--- config.mk ---
export PLATFORM = sky130hd
export DESIGN_NAME = length_prefixed_frame_deframer
export DESIGN_NICKNAME = d
export VERILOG_FILES = /design/src/lpfd_pkg.sv /design/src/length_prefixed_frame_deframer.sv
export SDC_FILE = /design/constraint.sdc
export NUM_CORES = 1
export LEC_CHECK = 0
export BUFFER_PORTS_ARGS = -buffer_cell sky130_fd_sc_hd__buf_2
export CORE_ASPECT_RATIO = 1.1
export CORE_MARGIN = 1
export CORE_UTILIZATION = 59
export CTS_CLUSTER_DIAMETER = 30
export DETAILED_ROUTE_END_ITERATION = 10
export GPL_ROUTABILITY_DRIVEN = 1
export GPL_TIMING_DRIVEN = 0
export PLACE_DENSITY = 0.91
export SLEW_MARGIN = 40
export SYNTH_ARGS = -nofsm -noshare
export SYNTH_HDL_FRONTEND = slang
export SYNTH_SLANG_ARGS = --single-unit
--- constraint.sdc ---
create_clock -name clk -period 8.1 [get_ports clk]
set_input_delay 0.405 -clock clk [delete_from_list [all_inputs] [get_ports clk]]
set_output_delay 0.405 -clock clk [all_outputs]
set_load 0.005 [all_outputs]
--- src/lpfd_pkg.sv ---
// ----------------------------------------------------------------------------
// lpfd_pkg
// Types and constants for the length-prefixed frame deframer.
// ----------------------------------------------------------------------------
package lpfd_pkg;

  localparam int COUNT_BITS_DEFAULT = 24;

  localparam int HDR_BYTES       = 16;
  localparam int FRAME_SIZE_BITS = 32;
  localparam int MAX_FRAME_BITS  = 24;

  localparam logic [31:0] OP_POPULARITY = 32'd3;
  localparam logic [31:0] OP_COMMAND    = 32'd5;

  localparam logic [MAX_FRAME_BITS-1:0] MAX_FRAME_RESET = 24'd10485760;

  // configuration register indexes
  localparam int          CFG_INDEX_BITS = 1;
  localparam int          CFG_DATA_BITS  = 24;
  localparam logic [CFG_INDEX_BITS-1:0] CFG_MAX_FRAME = 1'd0;
  localparam logic [CFG_INDEX_BITS-1:0] CFG_READING   = 1'd1;

  typedef struct packed {
    logic [7:0]  payload_byte;
    logic        payload_valid;
    logic [31:0] frame_op;
    logic [15:0] frame_version;
    logic        last_of_frame;
    logic [31:0] popularity;
    logic        popularity_valid;
    logic        frame_error;
  } res_t;

endpackage

--- src/length_prefixed_frame_deframer.sv ---
// ----------------------------------------------------------------------------
// length_prefixed_frame_deframer
// Splits a received byte stream into frames with a 16-byte big-endian header,
// checks the frame size and extracts command payload and counter values.
// ----------------------------------------------------------------------------
// Takes one byte per clock cycle while in_stall is low and returns one result
// per byte. Each result is registered into the output register (or the skid
// register if that is stalled) together with the byte counter and header
// fields, so the next byte can follow immediately. A two-entry output stage
// (output register plus skid register) takes one more byte after the output
// side stalls; in_stall rises only when both entries are full.
module length_prefixed_frame_deframer #(
  parameter int COUNT_BITS = lpfd_pkg::COUNT_BITS_DEFAULT
) (
  input  logic                                clk,
  input  logic                                rst,
  // configuration
  input  logic                                cfg_we,
  input  logic [lpfd_pkg::CFG_INDEX_BITS-1:0] cfg_index,
  input  logic [lpfd_pkg::CFG_DATA_BITS-1:0]  cfg_data,
  // input channel
  input  logic                                in_valid,
  output logic                                in_stall,
  input  logic [7:0]                          data_byte,
  input  logic                                restart,
  // output channel
  output logic                                out_valid,
  input  logic                                out_stall,
  output logic [7:0]                          payload_byte,
  output logic                                payload_valid,
  output logic [31:0]                         frame_op,
  output logic [15:0]                         frame_version,
  output logic                                last_of_frame,
  output logic [31:0]                         popularity,
  output logic                                popularity_valid,
  output logic                                frame_error
);

  localparam int HDR = lpfd_pkg::HDR_BYTES;

  // configuration registers
  logic [lpfd_pkg::MAX_FRAME_BITS-1:0] max_frame_bytes;
  logic                                reading_enabled;

  // frame state
  logic [COUNT_BITS-1:0] byte_count;
  logic [31:0]           frame_size;
  logic [15:0]           declared_header_size;
  logic [15:0]           version_reg;
  logic [31:0]           op_reg;
  logic [31:0]           counter_accumulator;

  logic [COUNT_BITS-1:0] byte_count_next;
  logic [31:0]           frame_size_next;
  logic [15:0]           declared_header_size_next;
  logic [15:0]           version_reg_next;
  logic [31:0]           op_reg_next;
  logic [31:0]           counter_accumulator_next;

  // output stage
  lpfd_pkg::res_t res_next;
  lpfd_pkg::res_t main_res;
  lpfd_pkg::res_t skid_res;
  logic           main_valid;
  logic           skid_valid;

  logic in_xfer;
  logic out_xfer;

  logic [COUNT_BITS-1:0] pos;
  logic [COUNT_BITS-1:0] body_idx;
  logic [32:0]           size_m1;
  logic                  size_over_count;
  logic [32:0]           pos_plus1;

  assign in_xfer  = in_valid && !in_stall;
  assign out_xfer = main_valid && !out_stall;
  assign in_stall = skid_valid;

  always_ff @(posedge clk) begin
    if (rst) begin
      max_frame_bytes <= lpfd_pkg::MAX_FRAME_RESET;
      reading_enabled <= 1'b1;
    end else if (cfg_we) begin
      case (cfg_index)
        lpfd_pkg::CFG_MAX_FRAME: max_frame_bytes <= cfg_data[lpfd_pkg::MAX_FRAME_BITS-1:0];
        lpfd_pkg::CFG_READING:   reading_enabled <= cfg_data[0];
        default: ;
      endcase
    end
  end

  assign pos       = restart ? '0 : byte_count;
  assign body_idx  = pos - COUNT_BITS'(HDR);
  assign pos_plus1 = 33'(pos) + 33'd1;
  assign size_m1   = {1'b0, frame_size} - 33'd1;
  // size-1 beyond what the counter can hold
  assign size_over_count = (size_m1 >> COUNT_BITS) != 33'd0;

  always_comb begin
    byte_count_next           = byte_count;
    frame_size_next           = frame_size;
    declared_header_size_next = declared_header_size;
    version_reg_next          = version_reg;
    op_reg_next               = op_reg;
    counter_accumulator_next  = counter_accumulator;
    res_next                  = '0;

    if (pos < COUNT_BITS'(HDR)) begin
      if (pos < COUNT_BITS'(4)) begin
        frame_size_next = {frame_size[23:0], data_byte};
      end else if (pos < COUNT_BITS'(6)) begin
        declared_header_size_next = {declared_header_size[7:0], data_byte};
      end else if (pos < COUNT_BITS'(8)) begin
        version_reg_next = {version_reg[7:0], data_byte};
      end else if (pos < COUNT_BITS'(12)) begin
        op_reg_next = {op_reg[23:0], data_byte};
      end

      if (pos == COUNT_BITS'(HDR - 1)) begin
        counter_accumulator_next = '0;
        if (frame_size < 32'(HDR) || frame_size >= 32'(max_frame_bytes) ||
            size_over_count) begin
          res_next.frame_error = 1'b1;
          byte_count_next      = '0;
        end else if (frame_size == 32'(HDR)) begin
          res_next.last_of_frame = 1'b1;
          byte_count_next        = '0;
        end else begin
          byte_count_next = COUNT_BITS'(HDR);
        end
      end else begin
        byte_count_next = pos + COUNT_BITS'(1);
      end
    end else begin
      if (op_reg == lpfd_pkg::OP_POPULARITY && body_idx < COUNT_BITS'(4)) begin
        counter_accumulator_next = {counter_accumulator[23:0], data_byte};
        if (body_idx == COUNT_BITS'(3)) begin
          res_next.popularity       = {counter_accumulator[23:0], data_byte};
          res_next.popularity_valid = 1'b1;
        end
      end else if (op_reg == lpfd_pkg::OP_COMMAND && reading_enabled) begin
        res_next.payload_byte  = data_byte;
        res_next.payload_valid = 1'b1;
      end
      if (pos_plus1 >= {1'b0, frame_size}) begin
        res_next.last_of_frame = 1'b1;
        byte_count_next        = '0;
      end else begin
        // wraps at the counter width
        byte_count_next = pos_plus1[COUNT_BITS-1:0];
      end
    end

    res_next.frame_op      = op_reg_next;
    res_next.frame_version = version_reg_next;
  end

  always_ff @(posedge clk) begin
    if (rst) begin
      byte_count           <= '0;
      frame_size           <= '0;
      declared_header_size <= '0;
      version_reg          <= '0;
      op_reg               <= '0;
      counter_accumulator  <= '0;
    end else if (in_xfer) begin
      byte_count           <= byte_count_next;
      frame_size           <= frame_size_next;
      declared_header_size <= declared_header_size_next;
      version_reg          <= version_reg_next;
      op_reg               <= op_reg_next;
      counter_accumulator  <= counter_accumulator_next;
    end
  end

  // two-entry output stage: park a new result in skid while main is stalled
  always_ff @(posedge clk) begin
    if (rst) begin
      main_valid <= 1'b0;
      skid_valid <= 1'b0;
    end else begin
      if (skid_valid) begin
        if (out_xfer) begin
          main_valid <= 1'b1;
          skid_valid <= 1'b0;
        end
      end else if (in_xfer) begin
        if (main_valid && !out_xfer) begin
          skid_valid <= 1'b1;
        end else begin
          main_valid <= 1'b1;
        end
      end else if (out_xfer) begin
        main_valid <= 1'b0;
      end
    end
  end

  always_ff @(posedge clk) begin
    if (skid_valid) begin
      if (out_xfer) begin
        main_res <= skid_res;
      end
    end else if (in_xfer) begin
      if (main_valid && !out_xfer) begin
        skid_res <= res_next;
      end else begin
        main_res <= res_next;
      end
    end
  end

  assign out_valid        = main_valid;
  assign payload_byte     = main_res.payload_byte;
  assign payload_valid    = main_res.payload_valid;
  assign frame_op         = main_res.frame_op;
  assign frame_version    = main_res.frame_version;
  assign last_of_frame    = main_res.last_of_frame;
  assign popularity       = main_res.popularity;
  assign popularity_valid = main_res.popularity_valid;
  assign frame_error      = main_res.frame_error;

`ifndef NO_ASSERTIONS
  a_skid_needs_main: assert property (@(posedge clk) disable iff (rst)
    skid_valid |-> main_valid)
    else $error("skid entry held while output register is empty");

  a_skid_drains_first: assert property (@(posedge clk) disable iff (rst)
    (skid_valid && out_xfer) |=> (main_valid && !skid_valid))
    else $error("skid entry not moved to output register");

  a_error_not_last: assert property (@(posedge clk) disable iff (rst)
    main_valid |-> !(frame_error && last_of_frame))
    else $error("rejected frame marked as complete");

  a_one_body_kind: assert property (@(posedge clk) disable iff (rst)
    main_valid |-> !(payload_valid && popularity_valid))
    else $error("payload and counter delivered for the same byte");

  a_restart_count: assert property (@(posedge clk) disable iff (rst)
    (in_xfer && restart) |=> (byte_count == COUNT_BITS'(1)))
    else $error("restart did not realign the byte counter");
`endif

endmodule

==> results.ini <==
[global_routing]
grt_overflow = 0
grtUsageMet1_pct = 37.4
grt_max_degree = 35
grt_use_met3_pct = 5.80
antenna_found_initial = 0
grt_pass1_vias = 11900
track_usage_pct = 31.1
grt_pass1_wl_um = 64000
busiest_layer = met2
gr-usage-met2_pct = 53.3

[synthesis]
synth-edff-count = 184
yosys_most_used_dff = edfxtp_1
syn_nets = 1425
synthesis.area_um2 = 15300
ys_warn_count = 0
avgSynthCellArea_um2 = 11.5
synth_seq_cells = 339
synth_cell_types = 60
synth_top_cell_area_share_pct = 36.1
async_flop_share_pct = 0
seq_area_frac_synth_pct = 56.3
yosysTopAreaCell = edfxtp_1
synth_area_leaders = edfxtp_1, dfxtp_1, mux2_2
syn_inst = 1336

[layout]
syn_to_final_growth_pct = 18.8
top_register = skid_res
num_antenna_cells = 0
largest_reg_flops = 92
drive_gt1_share_pct = 25.6
nets = 1614

[timing]
final_hold_viol_count = 0
finClkSkew_ns = 0.0394
grt_setup_unrepaired = no
tightest_slew_ns = 0.838
slew_viol_final = 0
relSlewSlack_pct = 43.6
setup_viol = 0
timing.setup.tns_ns = 0
fin_crit_ns = 6.26
fmax_mhz = 160
period_share_pct = 77.2

[worst_setup_path]
slowest_stage = nor4_1
critPathRequiredTime_ns = 8.58
path_class = in2reg
critical_path_cell_count = 23
cp_common_cell = clkbuf_1
critPathLaunch = restart
reg2reg_from = byte_count[0]
worst_r2r_path_depth = 19
worst_setup_path_start_kind = input pin
path_max_fanout = 10
reg2reg_slack_ns = 2.26
path_delay_family = simple AND/OR/NAND/NOR gates
worstPathArrival_ns = 6.74
slowest_delay_ns = 0.81
path_buf_inv = 7
crit_path_end = byte_count[12]
crit_chain = buf_2 > buf_2 > clkbuf_1 > clkbuf_1 > nor2b_1 > ha_1 > and3_1 > clkbuf_1 > nand4_1 > nor4_1 > nand4_1 > xor2_1 > nor2_1 > ha_1 > a211oi_1 > o21bai_1 > a2111oi_0 > o221ai_1 > o21ai_0 > or2_2 > clkbuf_1 > clkbuf_1 > a32o_1
end_kind = flip-flop
r2r_end = byte_count[12]

[die]
die-area_um2 = 26600
die_x_um = 156
die-height_um = 171
core-area_um2 = 25400
initial_core_util_pct = 60.3
std_cell_rows = 61
io-pin-count = 133

[cts]
cts-root-buf = clkbuf_16
clk_latency_ns = 0.58
cts.sinks = 339
cts_buffers = 48
h-tree-depth = 2
postCtsHoldBufs = 0
post_cts_buffers = 0
cts_tree = done
cts.path.max_buffers = 3
clkTransAtPathRegs_ns = 0.05
cts_resized = 0

[route]
wirelength_um = 41100
routed_via_density = 6.25
drt.antenna.violating_nets = 0
routedWlPerCell_um = 21.5
first_iter_violations = 1497
firstDrtPassIters = 6
drc_errors = 0
vias = 11900

[power]
vdd_ir_drop_max_mv = 0.181
p_int_uw = 3270
switching_share_pct = 23.9
p_clk_share_pct = 49.5
combPwrFrac_pct = 6.2
pwr-share-seq_pct = 44.3
p_switching_uw = 1030
pwr_density_cell_nw_per_um2 = 236
total_power_uw = 4300
power_leakage_uw = 0.00708

[run]
drv_cap = 0

[placed_design]
port_buffers = 132
gp_congestion = 0.912
hpwl_um = 26700

[min_path]
whs_path_depth = 3
hp-class = in2reg

[outcome]
status = finished clean

[cell usage in the layout (no fill, tap or decap), types with 13 or more instances in the layout]
master,instances
a32o_1,15
nor4_1,14
edfxtp_1,184
mux2_2,138
a22o_1,25
mux2i_1,31
nand2_1,156
nor2_1,66
dfxtp_1,155
buf_2,150
o21ai_0,21
nor3_1,13
and2_1,45
clkbuf_1,59
clkbuf_16,48
ha_1,50
nand3_1,45
nand4_1,19
a21oi_1,93
inv_1,57
nor2b_1,13
[cells in the mapped netlist (all sizes together) (16+ instances only)]
cell,n
a22o,25
mux2,138
and2,45
a21oi,94
inv,57
nor4,16
dfxtp,155
ha,50
clkbuf,57
buf,24
nand2,156
edfxtp,184
mux2i,31
nor2,66
nand4,19
o21ai,21
nand3,45
[worst min path at each step]
stage	from	to	slack, ns
6_report	cfg_data[17]	max_frame_bytes[17]	0.07
5_1_grt	cfg_data[17]	max_frame_bytes[17]	0.1
4_1_cts	cfg_data[17]	max_frame_bytes[17]	0.07
3_5_place_dp	version_reg[15]	version_reg[15]	0.45
3_3_place_gp	version_reg[10]	version_reg[10]	0.44
2_1_floorplan	reading_enabled	reading_enabled	0.43
[worst min-delay path: cells and delay by family]
family	cells	cell delay (ns)
AND/OR/NAND/NOR	1	0.04
AO/OA/AOI/OAI	1	0.05
buffers and inverters	1	0.09
[metrics by stage]
stage,cell area [µm²],instances,hold WS (ns),utilization (%),worst slack [ns]
final,18200,1911,0.0706,71.6,1.84
after global routing,18200,1911,0.0964,71.6,1.59
after CTS,18200,1911,0.0664,71.6,2.08
after detailed placement,16500,1821,0.447,65.1,1.58
after floorplan,15300,1336,0.433,-,1.78
after global placement,16400,1814,0.439,64.6,-0.627
[kinds of logic (layout without fill, tap and decap cells)]
| logic type | after synthesis | after routing | synth area share, % |
|---|---|---|---|
| compound gates | 204 | 204 | 9.04 |
| xor+xnor | 17 | 17 | 0.972 |
| fa+ha+maj | 50 | 50 | 4.08 |
| buf+inv | 138 | 367 | 3.80 |
| flops | 339 | 339 | 56.3 |
| mux | 169 | 169 | 12.2 |
| simple gates | 419 | 419 | 13.6 |
[power groups by stage]
stage	registers [µW]	logic [µW]	clock network (µW)
finish	1910	266	2130
global route	1910	288	2200
CTS	1900	262	2130
detailed placement	1940	256	0
global placement	1950	236	0
floorplan	1940	140	0
[layer usage]
metal,wire length (µm),share of wire (%),vias up
met5,0,0,-
met4,1950,4.8,0
met3,3720,9.0,175
met2,20100,49,763
met1,15300,37,5749
li1,-,-,5250
[cell type report]
class                   instances  area, µm²
clock inverters                37        405
repair buffers                139        776
fillers                      1576       7210
multi-input cells             859       6130
flip-flops and latches        339       8630
inverters                      57        214
well taps                     346        433
clock buffers                  53       1250
plain buffers                  81        368
(Power assumes the default switching activity.)
